<file path="src/rtl/ipv6fp_pkg.sv">
`default_nettype none
package ipv6fp_pkg;

	localparam logic [1:0] KIND_WHOLE   = 2'd0;
	localparam logic [1:0] KIND_FRAG    = 2'd1;
	localparam logic [1:0] KIND_REPORT  = 2'd2;
	localparam logic [1:0] KIND_DROPPED = 2'd3;

	localparam logic [15:0] MTU_RESET     = 16'd1500;
	localparam logic [16:0] IPV6_HDR_LEN  = 17'd40;
	localparam logic [16:0] FRAG_HDR_LEN  = 17'd8;
	localparam logic [15:0] FRAG_OVERHEAD = 16'd48;
	localparam logic [15:0] REPORT_DELTA  = 16'd28;
	localparam logic [15:0] MIN_FRAG_MTU  = 16'd56;
	localparam logic [5:0]  LAST_FRAG_IDX = 6'd63;

	typedef struct packed {
		logic [7:0]  head_size;
		logic [15:0] body_size;
		logic        no_frag;
		logic        has_fragment_header;
		logic [12:0] in_frag_offset;
		logic        in_mf_flag;
	} in_item_t;

	typedef struct packed {
		logic [1:0]  result_kind;
		logic [12:0] frag_offset;
		logic        part_select;
		logic [15:0] part_byte_offset;
		logic [15:0] frag_size;
		logic        mf_flag;
		logic        new_frag_header;
		logic [15:0] report_mtu;
		logic        last;
	} out_item_t;

	typedef enum logic [1:0] {
		ST_IDLE,
		ST_EVAL,
		ST_CUT
	} state_t;

	typedef struct packed {
		logic load;
		logic eval;
		logic cut;
	} dp_cmd_t;

	typedef struct packed {
		logic done;
	} dp_stat_t;

endpackage
`default_nettype wire

</file>
<file path="src/rtl/ipv6fp_ctrl.sv">
`default_nettype none
module ipv6fp_ctrl (
	input  logic                clk,
	input  logic                arst_n,
	input  logic                start,
	input  ipv6fp_pkg::dp_stat_t stat,
	output ipv6fp_pkg::dp_cmd_t  cmd,
	output logic                busy
);
	import ipv6fp_pkg::*;

	state_t state_q;
	state_t state_d;

	always_ff @(posedge clk or negedge arst_n) begin
		if (!arst_n) begin
			state_q <= ST_IDLE;
		end else begin
			state_q <= state_d;
		end
	end

	always_comb begin
		state_d = state_q;
		case (state_q)
			ST_IDLE: begin
				if (start) begin
					state_d = ST_EVAL;
				end
			end
			ST_EVAL: begin
				state_d = stat.done ? ST_IDLE : ST_CUT;
			end
			ST_CUT: begin
				if (stat.done) begin
					state_d = ST_IDLE;
				end
			end
			default: begin
				state_d = ST_IDLE;
			end
		endcase
	end

	always_comb begin
		cmd  = '0;
		busy = 1'b1;
		case (state_q)
			ST_IDLE: begin
				busy     = 1'b0;
				cmd.load = start;
			end
			ST_EVAL: begin
				cmd.eval = 1'b1;
			end
			ST_CUT: begin
				cmd.cut = 1'b1;
			end
			default: begin
				busy = 1'b1;
			end
		endcase
	end

endmodule
`default_nettype wire

</file>
<file path="src/rtl/ipv6fp_datapath.sv">
`default_nettype none
module ipv6fp_datapath (
	input  logic                 clk,
	input  logic                 arst_n,
	input  logic                 cfg_we,
	input  logic [15:0]          cfg_wdata,
	input  ipv6fp_pkg::dp_cmd_t   cmd,
	input  ipv6fp_pkg::in_item_t  item,
	output ipv6fp_pkg::dp_stat_t  stat,
	output ipv6fp_pkg::out_item_t result,
	output logic                 strobe
);
	import ipv6fp_pkg::*;

	logic [15:0] mtu_q;
	in_item_t    item_q;
	logic [15:0] maxsz_q;
	logic [15:0] rem_q;
	logic [15:0] pos_q;
	logic [13:0] off_q;
	logic        part_q;
	logic        pstart_q;
	logic [5:0]  cnt_q;
	out_item_t   result_q;
	logic        strobe_q;

	logic [16:0] total;
	logic        fits;
	logic        frag_bad;
	logic [15:0] mtu_less;
	logic [15:0] maxsz_d;
	logic        more_pkt;
	logic        more_after;
	logic        over;
	logic [15:0] this_sz;
	logic        body_nz;
	logic        to_body;
	logic        emit;
	out_item_t   res_d;

	always_comb begin
		total    = IPV6_HDR_LEN
			+ (item_q.has_fragment_header ? FRAG_HDR_LEN : 17'd0)
			+ 17'(item_q.head_size) + 17'(item_q.body_size);
		fits     = total <= {1'b0, mtu_q};
		body_nz  = item_q.body_size != 16'd0;
		frag_bad = (item_q.head_size[2:0] != 3'd0) || (mtu_q < MIN_FRAG_MTU)
			|| ((item_q.head_size == 8'd0) && !body_nz);
		mtu_less = mtu_q - FRAG_OVERHEAD;
		maxsz_d  = {mtu_less[15:3], 3'b000};
		more_pkt = item_q.has_fragment_header & item_q.in_mf_flag;
		more_after = part_q ? more_pkt : (body_nz | more_pkt);
		over     = rem_q > maxsz_q;
		this_sz  = over ? maxsz_q : rem_q;
		to_body  = !over && !part_q && body_nz;

		res_d     = '0;
		emit      = 1'b0;
		stat.done = 1'b0;

		if (cmd.eval) begin
			if (fits) begin
				emit                 = 1'b1;
				stat.done            = 1'b1;
				res_d.result_kind    = KIND_WHOLE;
				res_d.frag_offset    = item_q.has_fragment_header ?
					item_q.in_frag_offset : 13'd0;
				res_d.frag_size      = 16'(17'(item_q.head_size) + 17'(item_q.body_size));
				res_d.mf_flag        = more_pkt;
				res_d.last           = 1'b1;
			end else if (item_q.no_frag) begin
				emit              = 1'b1;
				stat.done         = 1'b1;
				res_d.result_kind = KIND_REPORT;
				res_d.report_mtu  = mtu_q - REPORT_DELTA;
				res_d.last        = 1'b1;
			end else if (frag_bad) begin
				emit              = 1'b1;
				stat.done         = 1'b1;
				res_d.result_kind = KIND_DROPPED;
				res_d.last        = 1'b1;
			end
		end else if (cmd.cut) begin
			emit = 1'b1;
			if ((pstart_q && more_after && (rem_q[2:0] != 3'd0))
				|| off_q[13] || (cnt_q == LAST_FRAG_IDX)) begin
				stat.done         = 1'b1;
				res_d.result_kind = KIND_DROPPED;
				res_d.last        = 1'b1;
			end else begin
				stat.done              = !over && !to_body;
				res_d.result_kind      = KIND_FRAG;
				res_d.frag_offset      = off_q[12:0];
				res_d.part_select      = part_q;
				res_d.part_byte_offset = pos_q;
				res_d.frag_size        = this_sz;
				res_d.mf_flag          = over | more_after;
				res_d.new_frag_header  = !item_q.has_fragment_header;
				res_d.last             = !over && !to_body;
			end
		end
	end

	always_ff @(posedge clk or negedge arst_n) begin
		if (!arst_n) begin
			mtu_q    <= MTU_RESET;
			strobe_q <= 1'b0;
		end else begin
			if (cfg_we) begin
				mtu_q <= cfg_wdata;
			end
			strobe_q <= emit;
		end
	end

	always_ff @(posedge clk) begin
		if (cmd.load) begin
			item_q <= item;
		end
		if (emit) begin
			result_q <= res_d;
		end
		if (cmd.eval) begin
			maxsz_q  <= maxsz_d;
			off_q    <= item_q.has_fragment_header ? {1'b0, item_q.in_frag_offset} : 14'd0;
			cnt_q    <= 6'd0;
			pstart_q <= 1'b1;
			pos_q    <= 16'd0;
			if (item_q.head_size != 8'd0) begin
				part_q <= 1'b0;
				rem_q  <= 16'(item_q.head_size);
			end else begin
				part_q <= 1'b1;
				rem_q  <= item_q.body_size;
			end
		end else if (cmd.cut) begin
			cnt_q <= cnt_q + 6'd1;
			off_q <= off_q + 14'(this_sz[15:3]);
			if (to_body) begin
				part_q   <= 1'b1;
				rem_q    <= item_q.body_size;
				pos_q    <= 16'd0;
				pstart_q <= 1'b1;
			end else begin
				rem_q    <= rem_q - this_sz;
				pos_q    <= pos_q + this_sz;
				pstart_q <= 1'b0;
			end
		end
	end

	assign result = result_q;
	assign strobe = strobe_q;

endmodule
`default_nettype wire

</file>
<file path="src/rtl/ipv6_fragment_planner_top.sv">
// IPv6 fragment planner.
// Input: an item is taken at a clock edge with start high and busy low.
// Each item yields one or more result beats on result, each marked by strobe
// for exactly one cycle; the receiver always takes them (no backpressure).
// The final beat of an item has result.last set.
// Config: cfg_we writes cfg_wdata to the outbound MTU register (reset 1500);
// write only while busy is low and no result is pending.
// Timing: acceptance is followed by an evaluation state, then by the cut
// sequencer. A whole packet, report or drop is settled in the evaluation
// state, after which busy falls; a fragmented packet holds busy through the
// evaluation state and the cut state, which gives each result in turn.
// Each strobe is registered from the state that made its result; results
// follow on consecutive cycles. A new item may be started on the cycle the
// last result is shown. The cutting loop issues one fragment per cycle.
// Reset: arst_n low clears the controller to idle, drops strobe and restores
// the MTU register to 1500.
`default_nettype none
module ipv6_fragment_planner_top (
	input  logic                  clk,
	input  logic                  arst_n,
	input  logic                  start,
	output logic                  busy,
	input  ipv6fp_pkg::in_item_t  item,
	input  logic                  cfg_we,
	input  logic [15:0]           cfg_wdata,
	output ipv6fp_pkg::out_item_t result,
	output logic                  strobe
);
	import ipv6fp_pkg::*;

	dp_cmd_t  cmd;
	dp_stat_t stat;

	ipv6fp_ctrl u_ctrl (
		.clk    (clk),
		.arst_n (arst_n),
		.start  (start),
		.stat   (stat),
		.cmd    (cmd),
		.busy   (busy)
	);

	ipv6fp_datapath u_datapath (
		.clk       (clk),
		.arst_n    (arst_n),
		.cfg_we    (cfg_we),
		.cfg_wdata (cfg_wdata),
		.cmd       (cmd),
		.item      (item),
		.stat      (stat),
		.result    (result),
		.strobe    (strobe)
	);

endmodule
`default_nettype wire

</file>
<file path="config.mk">
export PLATFORM = sky130hd
export DESIGN_NAME = ipv6_fragment_planner_top
export DESIGN_NICKNAME = d
export VERILOG_FILES = /design/src/rtl/ipv6fp_pkg.sv /design/src/rtl/ipv6fp_ctrl.sv /design/src/rtl/ipv6fp_datapath.sv /design/src/rtl/ipv6_fragment_planner_top.sv
export SDC_FILE = /design/constraint.sdc
export NUM_CORES = 1
export LEC_CHECK = 0
export ABC_AREA = 1
export BUFFER_PORTS_ARGS = -buffer_cell sky130_fd_sc_hd__buf_2
export CORE_ASPECT_RATIO = 0.7
export CORE_MARGIN = 2
export CORE_UTILIZATION = 62
export CTS_BUF_LIST = sky130_fd_sc_hd__clkbuf_8
export DETAILED_ROUTE_END_ITERATION = 10
export HOLD_SLACK_MARGIN = 0.02
export PLACE_DENSITY = 0.84
export SLEW_MARGIN = 20
export SYNTH_ARGS = -nofsm -noshare
export SYNTH_HDL_FRONTEND = slang
export SYNTH_HIERARCHICAL = 1
export SYNTH_SLANG_ARGS = --single-unit
</file>
<file path="constraint.sdc">
create_clock -name clk -period 6.7 [get_ports clk]
set_input_delay 0.67 -clock clk [delete_from_list [all_inputs] [get_ports clk]]
set_output_delay 0.67 -clock clk [all_outputs]
set_load 0.1 [all_outputs]
</file>
Yosys cells after proc, flatten, opt, wreduce, memory -nomap -nowiden
Index checks and enable logic that the tools add are counted.

Register bits after elaboration: 193. Input bits: 60. Output and inout port bits: 69. Logic and storage cells: 119.

$add $sub $neg: 10. Order comparisons: 3. Eq/ne operators: 5. Mux-type cells: 43. Bitwise gates (word level): 6. Reductions and logical operators: 27.

Operators by type and width (count): $mux W16 (6); $mux W50 (1); $mux W48 (1); $mux W13 (3); $mux W17 (2); $mux W14 (2); $mux W1 (18); $add A17 B16 Y17 (1); $add A17 B8 Y17 (1); $add A6 B17 Y17 const A (1); $le A17 B16 Y1 (1); $add A16 B16 Y16 (1); $add A8 B16 Y16 (1); $gt A16 B16 Y1 (1); $lt A16 B6 Y1 const B (1); $reduce_bool A16 Y1 (1); $sub A16 B16 Y16 (1); $sub A16 B5 Y16 const B (1); $sub A16 B6 Y16 const B (1); $mux W15 (1); $add A14 B13 Y14 (1); $mux W2 (7); $logic_not A8 Y1 (1); $reduce_bool A8 Y1 (1); other kinds (19) (38).

Depth between registers and ports, before layout
Gate-level depths: netlist of the first run.

Depth after elaboration: 12. Gate-level depth with buffers: 29. Depth with buffers taken out: 27.

Hierarchy
The synthesis of the first run kept the hierarchy.

Modules (own cells, without submodules): ipv6fp_datapath (instances 1, cells each 1305, area an instance 11813.8 sq um, sequential area each 5429.0 sq um); ipv6fp_ctrl (instances 1, cells each 14, area an instance 100.1 sq um, sequential area each 50.0 sq um).

Worst setup path before layout of the first run
Ideal clock, no wire load.

Path kind: reg2reg. From: register u_datapath/item_q[17] in the netlist's numbering. To: register u_datapath.result_q (netlist bit u_datapath/result[0]) (enable). Library setup time: 885 ps. Arrival: 5091 ps. Required time: 5815 ps. Path slack: 724 ps. Cell stages (with the launch flop): 21. Path buffers: 1. Period minus slack after synthesis: 5976 ps. Cell sequence: edfxtp_1 > ha_1 > inv_1 > fa_1 > inv_1 > ha_1 > fa_1 > a31o_2 > a21oi_1 > nor2_1 > a31oi_1 > a21oi_1 > ha_1 > nand2_1 > nor3_2 > nand4_1 > nand3_4 > nand2_4 > nand2_4 > buf_8 > nand3_1.

Cells in the longest elaborated chain, start to end: 8. Elaborated cells between the ends (all ways): 10. Classes of those cells: 1 x add/sub; 1 x order compare; 4 x mux; 4 x reduce/logical.

Ends and longest elaborated chain: from (decl) (line ipv6fp_datapath.sv:16) `in_item_t item_q;`; from (signal assigned) (line ipv6fp_datapath.sv:118) `item_q <= item;`; branches (longest 6 deep; another with $add A17 B16 Y17); $mux W1 * (line ipv6fp_datapath.sv:62) `if (fits) begin`; $mux W1 * (line ipv6fp_datapath.sv:61) `if (cmd.eval) begin`; net u_datapath.emit (line ipv6fp_datapath.sv:38) `logic emit;`; to (signal assigned) (line ipv6fp_datapath.sv:121) `result_q <= res_d;`; to (decl) (line ipv6fp_datapath.sv:24) `out_item_t result_q;`.

Mark *: on every way through the listed nets, which the timed path passes. A chain may end at the register's enable or synchronous reset.

Final worst setup path of the first run
From: register u_datapath/item_q[17] in the netlist's numbering. To: register u_datapath.result_q (netlist bit u_datapath/result[35]) (enable).

The elaborated chain is that of the path after synthesis.

==> results of run 1 <==
## cells by family (layout without fill, tap and decap cells)
group                      after synthesis  after routing  synth area share, %
other                                    1              1               0.0315
DFF                                    193            193                 46.0
buffers and inverters                  200            347                 7.10
AOI/OAI and AO/OA                      253            253                 12.2
xor gates and xnor gates                51             51                 3.75
and+or+nand+nor                        513            513                 19.1
adders and majority gates              108            108                 11.8
## per-layer routing
layer	GRT usage [%]	wire [um]	vias to the layer above
met5	0	0	-
met4	9.88	780	0
met3	10.1	4310	73
met2	46.5	13100	570
met1	45.7	13200	4606
li1	-	-	4751
## metrics by stage
step                      hold slack [ns]  cells  utilization, %
after floorplan                     0.374   1319               -
final                               0.108   1708            70.0
after CTS                           0.105   1707            69.8
after global routing                0.116   1708            70.0
after detailed placement            0.489   1675            67.7
after global placement              0.474   1675            67.7
## cells in the final DEF (no fill, tap or decap), drive strengths merged, types with 13 or more instances in the layout
cell type,n
a21oi,84
buf,140
clkbuf,17
dfxtp,23
edfxtp,151
ha,101
inv,181
nand2,285
nand3,72
nand4,18
nor2,119
nor3,14
o21ai,111
o22ai,19
xnor2,13
xor2,38
## final cells by class
type | instances | area, um^2 | share of cell area, %
Clock inverter | 15 | 161 | 1.22
Multi-Input combinational cell | 926 | 5610 | 42.5
Clock buffer | 17 | 234 | 1.77
Sequential cell | 193 | 5480 | 41.5
Tap cell | 242 | 303 | 2.29
Timing Repair Buffer | 140 | 751 | 5.69
Inverter | 175 | 664 | 5.03
## flip-flops by register name (all words and copies together) (netlist names), 2 cells and up
signal	count
u_datapath/result	67
u_ctrl/state_q	2
u_datapath/maxsz_q	13
u_datapath/mtu_q	16
u_datapath/cnt_q	6
u_datapath/rem_q	16
u_datapath/item_q	40
u_datapath/pos_q	16
u_datapath/off_q	14
## worst max-delay path, stage by stage (launching register included)
cell and delay (ns):
edfxtp_1 0.43, ha_1 0.21, inv_1 0.06, fa_1 0.47, inv_1 0.04, ha_1 0.20, fa_1 0.44, a31o_2 0.25
a21oi_1 0.28, nor2_1 0.13, nand2_1 0.10, xor2_1 0.19, ha_1 0.30, a21oi_1 0.13, o21ai_0 0.18, a21oi_4 0.21
nand3_4 0.12, nand2_4 0.23, nand2_4 0.23, nand3_4 0.41, buf_4 0.56
## worst paths after layout
kind,startpoint,to,slack [ns]
hold / removal,arst_n,u_ctrl/state_q[1]$_DFFE_PN0P_,0.11
setup / recovery,u_datapath/item_q[17]$_DFFE_PP_,u_datapath/result[35]$_SDFFCE_PP0P_,1.12
setup reg to reg,u_datapath/item_q[17]$_DFFE_PP_,u_datapath/result[35]$_SDFFCE_PP0P_,1.12
min in group clk,item[5],u_datapath/item_q[5]$_DFFE_PP_,0.34
hold reg to reg,u_datapath/cnt_q[2]$_SDFFE_PP0P_,u_datapath/cnt_q[2]$_SDFFE_PP0P_,0.50
max in group asynchronous,arst_n,u_datapath/mtu_q[10]$_DFFE_PN1P_,6.24
==> summary.txt, run 1 <==
Slew headroom -> 18.2%
Final Net Count -> 1,621
CTS max path bufs -> 2
Pre-antenna DRT Iters -> 8
CP arrival -> 5.71 ns
worst reg2reg path depth -> 20
Final Critical Period -> 5.58 ns
# rows -> 42
routed vias -> 10,000
unrepaired setup endpoints after global routing -> no
total negative slack -> 0 ns
layout cell share with drive strength beyond 1 -> 16.3%
routability congestion estimate -> 0.985
Die ar. -> 20,400 um^2
TritonCTS Sinks -> 193
Post-synth top flop -> edfxtp_1
first-pass GRT wire length -> 49,400 um
Post-Syn Area -> 11,900 um^2
Routed WL per cell -> 18.4 um
cts hold-fix bufs -> 0
Commonest cells post-synth -> nand2_1, inv_1, edfxtp_1
Final Hold Viols -> 0
Area after DPL -> 12,800 um^2
post-synthesis net count -> 1,487
count leader, synth -> nand2_1
CTS Buf Count -> 17
final worst slack -> 1.12 ns
final number of setup-violating endpoints -> 0
Mapped Cells -> 1,319
critical-path maximum fanout -> 41
Initial Util -> 63.2%
global route overflow -> 0
port bufs -> 128
post-synthesis sequential area ratio -> 46.0%
final instance area -> 13,200 um^2
ranking of synthesized cells by area -> edfxtp_1, ha_1, nand2_1
n_diodes -> 0
largest net degree at the start of global routing -> 48
area leader, netlist -> edfxtp_1
Synth top area share -> 38.1%
H-tree depth -> 4
status -> finished clean
Detail Route Antenna Nets -> 0
IO Pins -> 129
total global-route track usage -> 31.9%
CTS tree -> done
Yosys Warn Count -> 6
DRC -> 0
Post-synth EDFFs -> 151
critical path required time -> 6.83 ns
Area Growth Syn to Fin -> 10.8%
Avg Cell Area, Syn -> 9.03 um^2
Clock Latency Late Sink -> 0.49 ns
hpwl dp -> 23,900 um
Layout Skew -> 0.0212 ns
setup slack at placement -> 1.17 ns
core area -> 18,900 um^2
CP Class -> reg -> reg
synth unique cells -> 61
period utilisation layout -> 83.3%
vias in the first global route -> 9,450
DRT iter0 DRCs -> 1,083
initial antenna violation count -> 0
Max Fclk -> 179 MHz
critical path endpoint category -> flip-flop
Clk pin slew, worst setup/hold paths -> 0.11 ns
# Post-CTS Setup Buffers -> 0
HP Class -> in -> async
Die Span X -> 170 um
fillers -> 1,457
final WL -> 31,400 um
Slew Viols, Final -> 0
max-cap viol count -> 0
Die Y -> 120 um
async set-reset flop share out of synthesis -> 9.84%
register bit count reported by yosys -> 193
vias per cell -> 5.85
Worst Max-Slew Pin Slew -> 1.21 ns
CP startpoint kind -> flip-flop
CTS root buf -> clkbuf_8
post-CTS sizing -> 0
Power of run 1 is not shown: default switching activity piles up to over one toggle a cycle in this logic, so the estimate is an artifact.
==> inputs of run 2 (changes only) <==
--- a/config.mk
+++ b/config.mk
@@ -9,11 +9,11 @@
 export BUFFER_PORTS_ARGS = -buffer_cell sky130_fd_sc_hd__buf_2
 export CORE_ASPECT_RATIO = 0.7
 export CORE_MARGIN = 2
-export CORE_UTILIZATION = 62
+export CORE_UTILIZATION = 56
 export CTS_BUF_LIST = sky130_fd_sc_hd__clkbuf_8
 export DETAILED_ROUTE_END_ITERATION = 10
 export HOLD_SLACK_MARGIN = 0.02
-export PLACE_DENSITY = 0.84
+export PLACE_DENSITY = 0.8
 export SLEW_MARGIN = 20
 export SYNTH_ARGS = -nofsm -noshare
 export SYNTH_HDL_FRONTEND = slang
==> constraint.sdc (replaced) <==
create_clock -name clk -period 5.08 [get_ports clk]
set_input_delay 0.508 -clock clk [delete_from_list [all_inputs] [get_ports clk]]
set_output_delay 0.508 -clock clk [all_outputs]
set_load 0.1 [all_outputs]
==> run 2 against run 1 <==
  * Final area grew 0.81%
  * Register-to-register slack lost 0.63 ns
  * Fmax grew 22%
  * Core utilization shrank 6.0 points
  * Flip-flop and latch count is the same
  * First-iteration DRC count grew 2.8%
  * Clock skew shrank 0.0041 ns
  * Critical path depth grew 2
  * Via count shrank 0.75%
  * Non-clock buffer count grew 10
  * Setup slack lost 0.63 ns
  * Die area grew 10%
  * Critical path type unchanged
==> summary.txt, run 2 (same netlist as run 1, synthesis figures left out) <==
critical path endpoint category -> flip-flop
TritonCTS Sinks -> 193 (unchanged)
status -> finished clean
Final Critical Period -> 4.59 ns (-0.992 ns)
fillers -> 1,756 (+21%)
period utilisation layout -> 90.4% (+7.1 points)
CP arrival -> 4.74 ns (-0.97 ns)
final number of setup-violating endpoints -> 0 (unchanged)
Final Hold Viols -> 0 (unchanged)
total global-route track usage -> 28.6% (-3.3 points)
commonest non-fill, non-tap cell in the layout -> nand2_1
DRT iter0 DRCs -> 1,113 (+2.8%)
Final Net Count -> 1,631 (+0.62%)
CTS Buf Count -> 17 (unchanged)
worst reg2reg path depth -> 22 (+10%)
max reg flops -> 67 (unchanged)
global route overflow -> 0 (unchanged)
Detail Route Antenna Nets -> 0 (unchanged)
Pre-antenna DRT Iters -> 6 (-2)
CTS tree -> done
CP startpoint kind -> flip-flop
HP Class -> in -> reg
Max Fclk -> 218 MHz (+22%)
Hold Path Depth -> 1
final WL -> 31,400 um (about the same)
routability congestion estimate -> 0.996 (+1.1%)
first-pass GRT wire length -> 48,900 um (-0.95%)
initial antenna violation count -> 0 (unchanged)
Area after DPL -> 12,900 um^2 (+0.96%)
Clock Latency Late Sink -> 0.47 ns (-0.02 ns)
CTS root buf -> clkbuf_8
Initial Util -> 57.3% (-5.9 points)
layout cell share with drive strength beyond 1 -> 16.7% (+0.43 points)
IO Pins -> 129 (unchanged)
Die Y -> 126 um (+5.0%)
Slew headroom -> 31.3% (+13 points)
Layout Skew -> 0.0171 ns (-0.00407 ns)
total negative slack -> 0 ns (unchanged)
Routed WL per cell -> 17.9 um (-2.5%)
final instance area -> 13,300 um^2 (+0.81%)
most frequent cells in the layout -> nand2_1, inv_1, edfxtp_1
critical-path maximum fanout -> 30 (-27%)
placed insts -> 1,718 (+2.6%)
max-cap viol count -> 0 (unchanged)
Die ar. -> 22,500 um^2 (+10%)
fin cells -> 1,752 (+2.6%)
n_diodes -> 0 (unchanged)
# rows -> 44 (+4.8%)
vias in the first global route -> 9,244 (-2.2%)
Area Growth Syn to Fin -> 11.7%
H-tree depth -> 4 (unchanged)
Clk pin slew, worst setup/hold paths -> 0.11 ns (about the same)
hold_ws -> 0.203 ns (+0.0951 ns)
Slew Viols, Final -> 0 (unchanged)
port bufs -> 128 (unchanged)
vias per cell -> 5.66 (-3.2%)
Die Span X -> 178 um (+5.1%)
Worst Max-Slew Pin Slew -> 1.00 ns (-0.211 ns)
unrepaired setup endpoints after global routing -> no
DRC -> 0 (unchanged)
core area -> 20,800 um^2 (+10%)
CP Class -> reg -> reg
hpwl dp -> 24,100 um (+0.75%)
critical path required time -> 5.22 ns (-1.61 ns)
largest net degree at the start of global routing -> 41 (-15%)
CTS max path bufs -> 2 (unchanged)
routed vias -> 9,925 (-0.75%)
==> run 2: cell type report <==
| cell class | count | area, um^2 | area share (%) |
|---|---|---|---|
| Clock buffer | 17 | 234 | 1.76 |
| Clock inverter | 15 | 151 | 1.14 |
| Inverter | 175 | 664 | 4.99 |
| Multi-Input combinational cell | 926 | 5610 | 42.2 |
| Sequential cell | 193 | 5480 | 41.2 |
| Tap cell | 276 | 345 | 2.59 |
| Timing Repair Buffer | 150 | 825 | 6.19 |
==> run 2: worst max-delay path: stages, from the launching register on <==
cell      delay, ns
edfxtp_1       0.45
inv_1          0.11
ha_1           0.26
xnor2_1        0.14
ha_1           0.17
o21bai_1       0.16
ha_1           0.38
nand3_1        0.13
nand2_1        0.10
nand2_1        0.06
o211ai_1       0.13
a21oi_1        0.11
nor2_1         0.20
nand2_1        0.10
xor2_1         0.16
ha_1           0.34
nand4_1        0.10
nor4_1         0.25
nand3_1        0.27
nand2_4        0.16
nand2_4        0.06
nand3_4        0.10
buf_6          0.31
==> run 2: through the flow <==
stage          utilization [%]  worst slack, ns
3_3_place_gp              62.0            0.437
5_1_grt                   64.0            0.119
2_1_floorplan                -            0.528
4_1_cts                   63.9            0.250
3_5_place_dp              62.0            0.299
6_report                  64.0            0.488
==> run 2: repair_timing <==
item	in CTS	in global routing
hold buffers	1	0
hold endpoints to repair	12	0
buffers inserted	0	1
setup endpoints to repair	0	31
resized for setup	0	1
==> run 2: layer usage <==
layer / wire length [um] / global-route usage (%) / vias up
met1: 13800 / 44.0 / 4545
met5: 0 / 0 / -
met2: 13000 / 40.7 / 567
li1: - / - / 4775
met3: 4150 / 7.19 / 38
met4: 437 / 6.41 / 0
==> run 2: worst paths after layout <==
check / startpoint / endpoint / slack, ns
setup / recovery: u_datapath/item_q[19]$_DFFE_PP_ / u_datapath/result[46]$_SDFFCE_PP0P_ / 0.49
hold / removal: item[6] / u_datapath/item_q[6]$_DFFE_PP_ / 0.20
setup reg to reg: u_datapath/item_q[19]$_DFFE_PP_ / u_datapath/result[46]$_SDFFCE_PP0P_ / 0.49
hold reg to reg: u_datapath/cnt_q[2]$_SDFFE_PP0P_ / u_datapath/cnt_q[2]$_SDFFE_PP0P_ / 0.50
max in group asynchronous: arst_n / u_datapath/mtu_q[10]$_DFFE_PN1P_ / 4.24
min in group asynchronous: arst_n / u_datapath/mtu_q[11]$_DFFE_PN0P_ / 0.51
Power of run 2 is left out for the same reason.
==> inputs of run 3 (changes only) <==
--- a/config.mk
+++ b/config.mk
@@ -8,7 +8,6 @@
 export ABC_AREA = 1
 export BUFFER_PORTS_ARGS = -buffer_cell sky130_fd_sc_hd__buf_2
 export CORE_ASPECT_RATIO = 0.7
-export CORE_MARGIN = 2
 export CORE_UTILIZATION = 56
 export CTS_BUF_LIST = sky130_fd_sc_hd__clkbuf_8
 export DETAILED_ROUTE_END_ITERATION = 10
==> run 3 against run 2 <==
  * Clock skew is 0.0026 ns higher
  * Sequential share of layout area down 0.11 points
  * Clock-buffer cell count did not move
  * Setup slack worse by 0.16 ns
  * First-iteration DRC count is 1.4% lower
  * Highest routed layer unchanged
  * Worst hold slack worse by 0.011 ns
  * Non-clock buffer count increased by 1
  * Register-to-register slack worse by 0.16 ns
  * Flip-flop and latch count is the same
  * Critical path depth down 2
  * Die area down 2.7%
  * Cell count is essentially flat
==> summary.txt, run 3 (same netlist as run 1, synthesis figures left out) <==
critical path required time -> 5.23 ns (about the same)
Final Critical Period -> 4.75 ns (+0.159 ns)
max-cap viol count -> 0 (unchanged)
CTS max path bufs -> 2 (unchanged)
vias per cell -> 5.72 (+0.93%)
critical path endpoint category -> flip-flop
Die Span X -> 176 um (-1.1%)
Initial Util -> 57.3% (unchanged)
max reg flops -> 67 (unchanged)
worst min-delay path startpoint -> item[12]
CP arrival -> 4.90 ns (+0.16 ns)
Max Fclk -> 211 MHz (-3.3%)
worst reg2reg path depth -> 20 (-9.1%)
TritonCTS Sinks -> 193 (unchanged)
status -> finished clean
IO Pins -> 129 (unchanged)
chain of cells forming the critical path -> ha_1, inv_1, fa_1, ha_1, inv_1, nor3_1, nand2_1, o211ai_1, a21oi_1, nor2_2, nand2_1, xor2_1, ha_1, nand4_1, nor4_1, nand3_1, nand2_4, nand2_4, nand3_4, buf_6
HP Class -> in -> reg
vias in the first global route -> 9,179 (-0.70%)
hold_ws -> 0.191 ns (-0.0115 ns)
global route overflow -> 0 (unchanged)
critical-path maximum fanout -> 30 (unchanged)
CTS Buf Count -> 17 (unchanged)
first-pass GRT wire length -> 49,700 um (+1.6%)
Layout Skew -> 0.0197 ns (+0.00258 ns)
Hold Path Depth -> 1 (unchanged)
CP max stage cell -> edfxtp_1
n_diodes -> 0 (unchanged)
Routed WL per cell -> 18.2 um (+1.6%)
port bufs -> 128 (unchanged)
Final Hold Viols -> 0 (unchanged)
CTS tree -> done
total negative slack -> 0 ns (unchanged)
routed vias -> 10,000 (+0.99%)
Largest delay share family, worst path -> simple AND/OR/NAND/NOR gates
Clock Latency Late Sink -> 0.48 ns (about the same)
Most Frequent Cell on Critical Path -> ha_1
Worst Max-Slew Pin Slew -> 1.13 ns (+0.127 ns)
CP startpoint kind -> flip-flop
Reg2Reg Setup Slack -> 0.33 ns (-0.16 ns)
layout cell share with drive strength beyond 1 -> 16.8% (+0.056 points)
H-tree depth -> 4 (unchanged)
routability congestion estimate -> 0.988 (-0.77%)
reg2reg end -> u_datapath/result[23]$_DFFE_PP_
most frequent cells in the layout -> nand2_1, inv_1, edfxtp_1
commonest non-fill, non-tap cell in the layout -> nand2_1
Pre-antenna DRT Iters -> 5 (-1)
final number of setup-violating endpoints -> 0 (unchanged)
fillers -> 1,734 (-1.3%)
Critical R2R Launch -> u_datapath/item_q[20]$_DFFE_PP_
hpwl dp -> 24,200 um (+0.56%)
DRC -> 0 (unchanged)
CTS root buf -> clkbuf_8
Slew Viols, Final -> 0 (unchanged)
initial antenna violation count -> 0 (unchanged)
Detail Route Antenna Nets -> 0 (unchanged)
largest net degree at the start of global routing -> 41 (unchanged)
unrepaired setup endpoints after global routing -> no
core area -> 20,800 um^2 (unchanged)
Slew headroom -> 23.8% (-7.5 points)
Die ar. -> 21,900 um^2 (-2.7%)
total global-route track usage -> 30.2% (+1.6 points)
# rows -> 44 (unchanged)
CP peak stage delay -> 0.46 ns (about the same)
Critical path buffers and inverters -> 3 (+1)
Area Growth Syn to Fin -> 12.0%
DRT iter0 DRCs -> 1,097 (-1.4%)
Clk pin slew, worst setup/hold paths -> 0.11 ns (about the same)
Die Y -> 124 um (-1.6%)
Final Net Count -> 1,632 (+0.061%)
sink of the worst hold path -> u_datapath/item_q[12]$_DFFE_PP_
CP Class -> reg -> reg
final WL -> 31,900 um (+1.7%)
period utilisation layout -> 93.5% (+3.1 points)
run 3: cell types whose count changed in the layout (fill, tap and decap cells not counted), sizes merged:
cell	before	now
buf	149	150
bufinv	1	2
clkinv	8	7
inv	177	180
clkinvlp	4	1
run 3: metrics by stage:
stage          setup slack [ns]  instance area [um^2]  util, %  instances
6_report                  0.329                 13300     64.1       1753
5_1_grt                  0.0128                 13300     64.1       1753
4_1_cts                   0.250                 13300     64.0       1751
3_5_place_dp              0.298                 12900     62.0       1718
3_3_place_gp              0.417                 12900     62.0       1718
2_1_floorplan             0.528                 11900        -       1319
run 3: worst max-delay path by stage:
stage / start / endpoint / slack (ns) / cells after the start
final: u_datapath/item_q[20]$_DFFE_PP_ / u_datapath/result[23]$_DFFE_PP_ / 0.33 / 20
after global routing: u_datapath/item_q[14]$_DFFE_PP_ / u_ctrl/state_q[1]$_DFFE_PN0P_ / 0.01 / 28
after CTS: u_datapath/item_q[20]$_DFFE_PP_ / u_datapath/result[23]$_DFFE_PP_ / 0.25 / 20
after detailed placement: u_datapath/item_q[20]$_DFFE_PP_ / u_datapath/result[57]$_DFFE_PP_ / 0.30 / 20
after global placement: u_datapath/item_q[19]$_DFFE_PP_ / u_datapath/result[57]$_DFFE_PP_ / 0.42 / 22
after floorplan: u_datapath/item_q[17]$_DFFE_PP_ / u_datapath/result[0]$_DFFE_PP_ / 0.53 / 20
run 3: area by class of cell:
type                       instances  area, um^2  area share [%]
clock buffer                      17         234            1.75
clock inverter                    15         173            1.29
inverter                         175         664            4.98
multi-input combinational        926        5610            42.1
sequential                       193        5480            41.1
tap                              276         345            2.59
timing repair buffer             151         836            6.26
run 3: layer usage:
layer / wire length, um / track usage, % / up-vias
met4: 565 / 9.11 / 0
met5: 0 / 0 / -
met1: 14600 / 44.6 / 4666
met2: 13500 / 44.5 / 519
li1: - / - / 4781
met3: 3240 / 6.26 / 57
run 3: what timing repair did:
action / 4_1_cts / 5_1_grt
resized for setup: 0 / 3
buffers inserted: 0 / 2
hold buffers: 1 / 0
endpoints found under the setup margin: 0 / 32
hold endpoints to repair: 12 / 0
run 3: worst reg2reg max path, cell delays in order, from the launching register on:
cell and delay, ns:
edfxtp_1 0.46, ha_1 0.28, inv_1 0.09, fa_1 0.41, ha_1 0.39, inv_1 0.09
nor3_1 0.21, nand2_1 0.08, o211ai_1 0.13, a21oi_1 0.12, nor2_2 0.16, nand2_1 0.09
xor2_1 0.16, ha_1 0.33, nand4_1 0.11, nor4_1 0.23, nand3_1 0.26, nand2_4 0.31
nand2_4 0.10, nand3_4 0.10, buf_6 0.29
Power of run 3 is left out for the same reason.
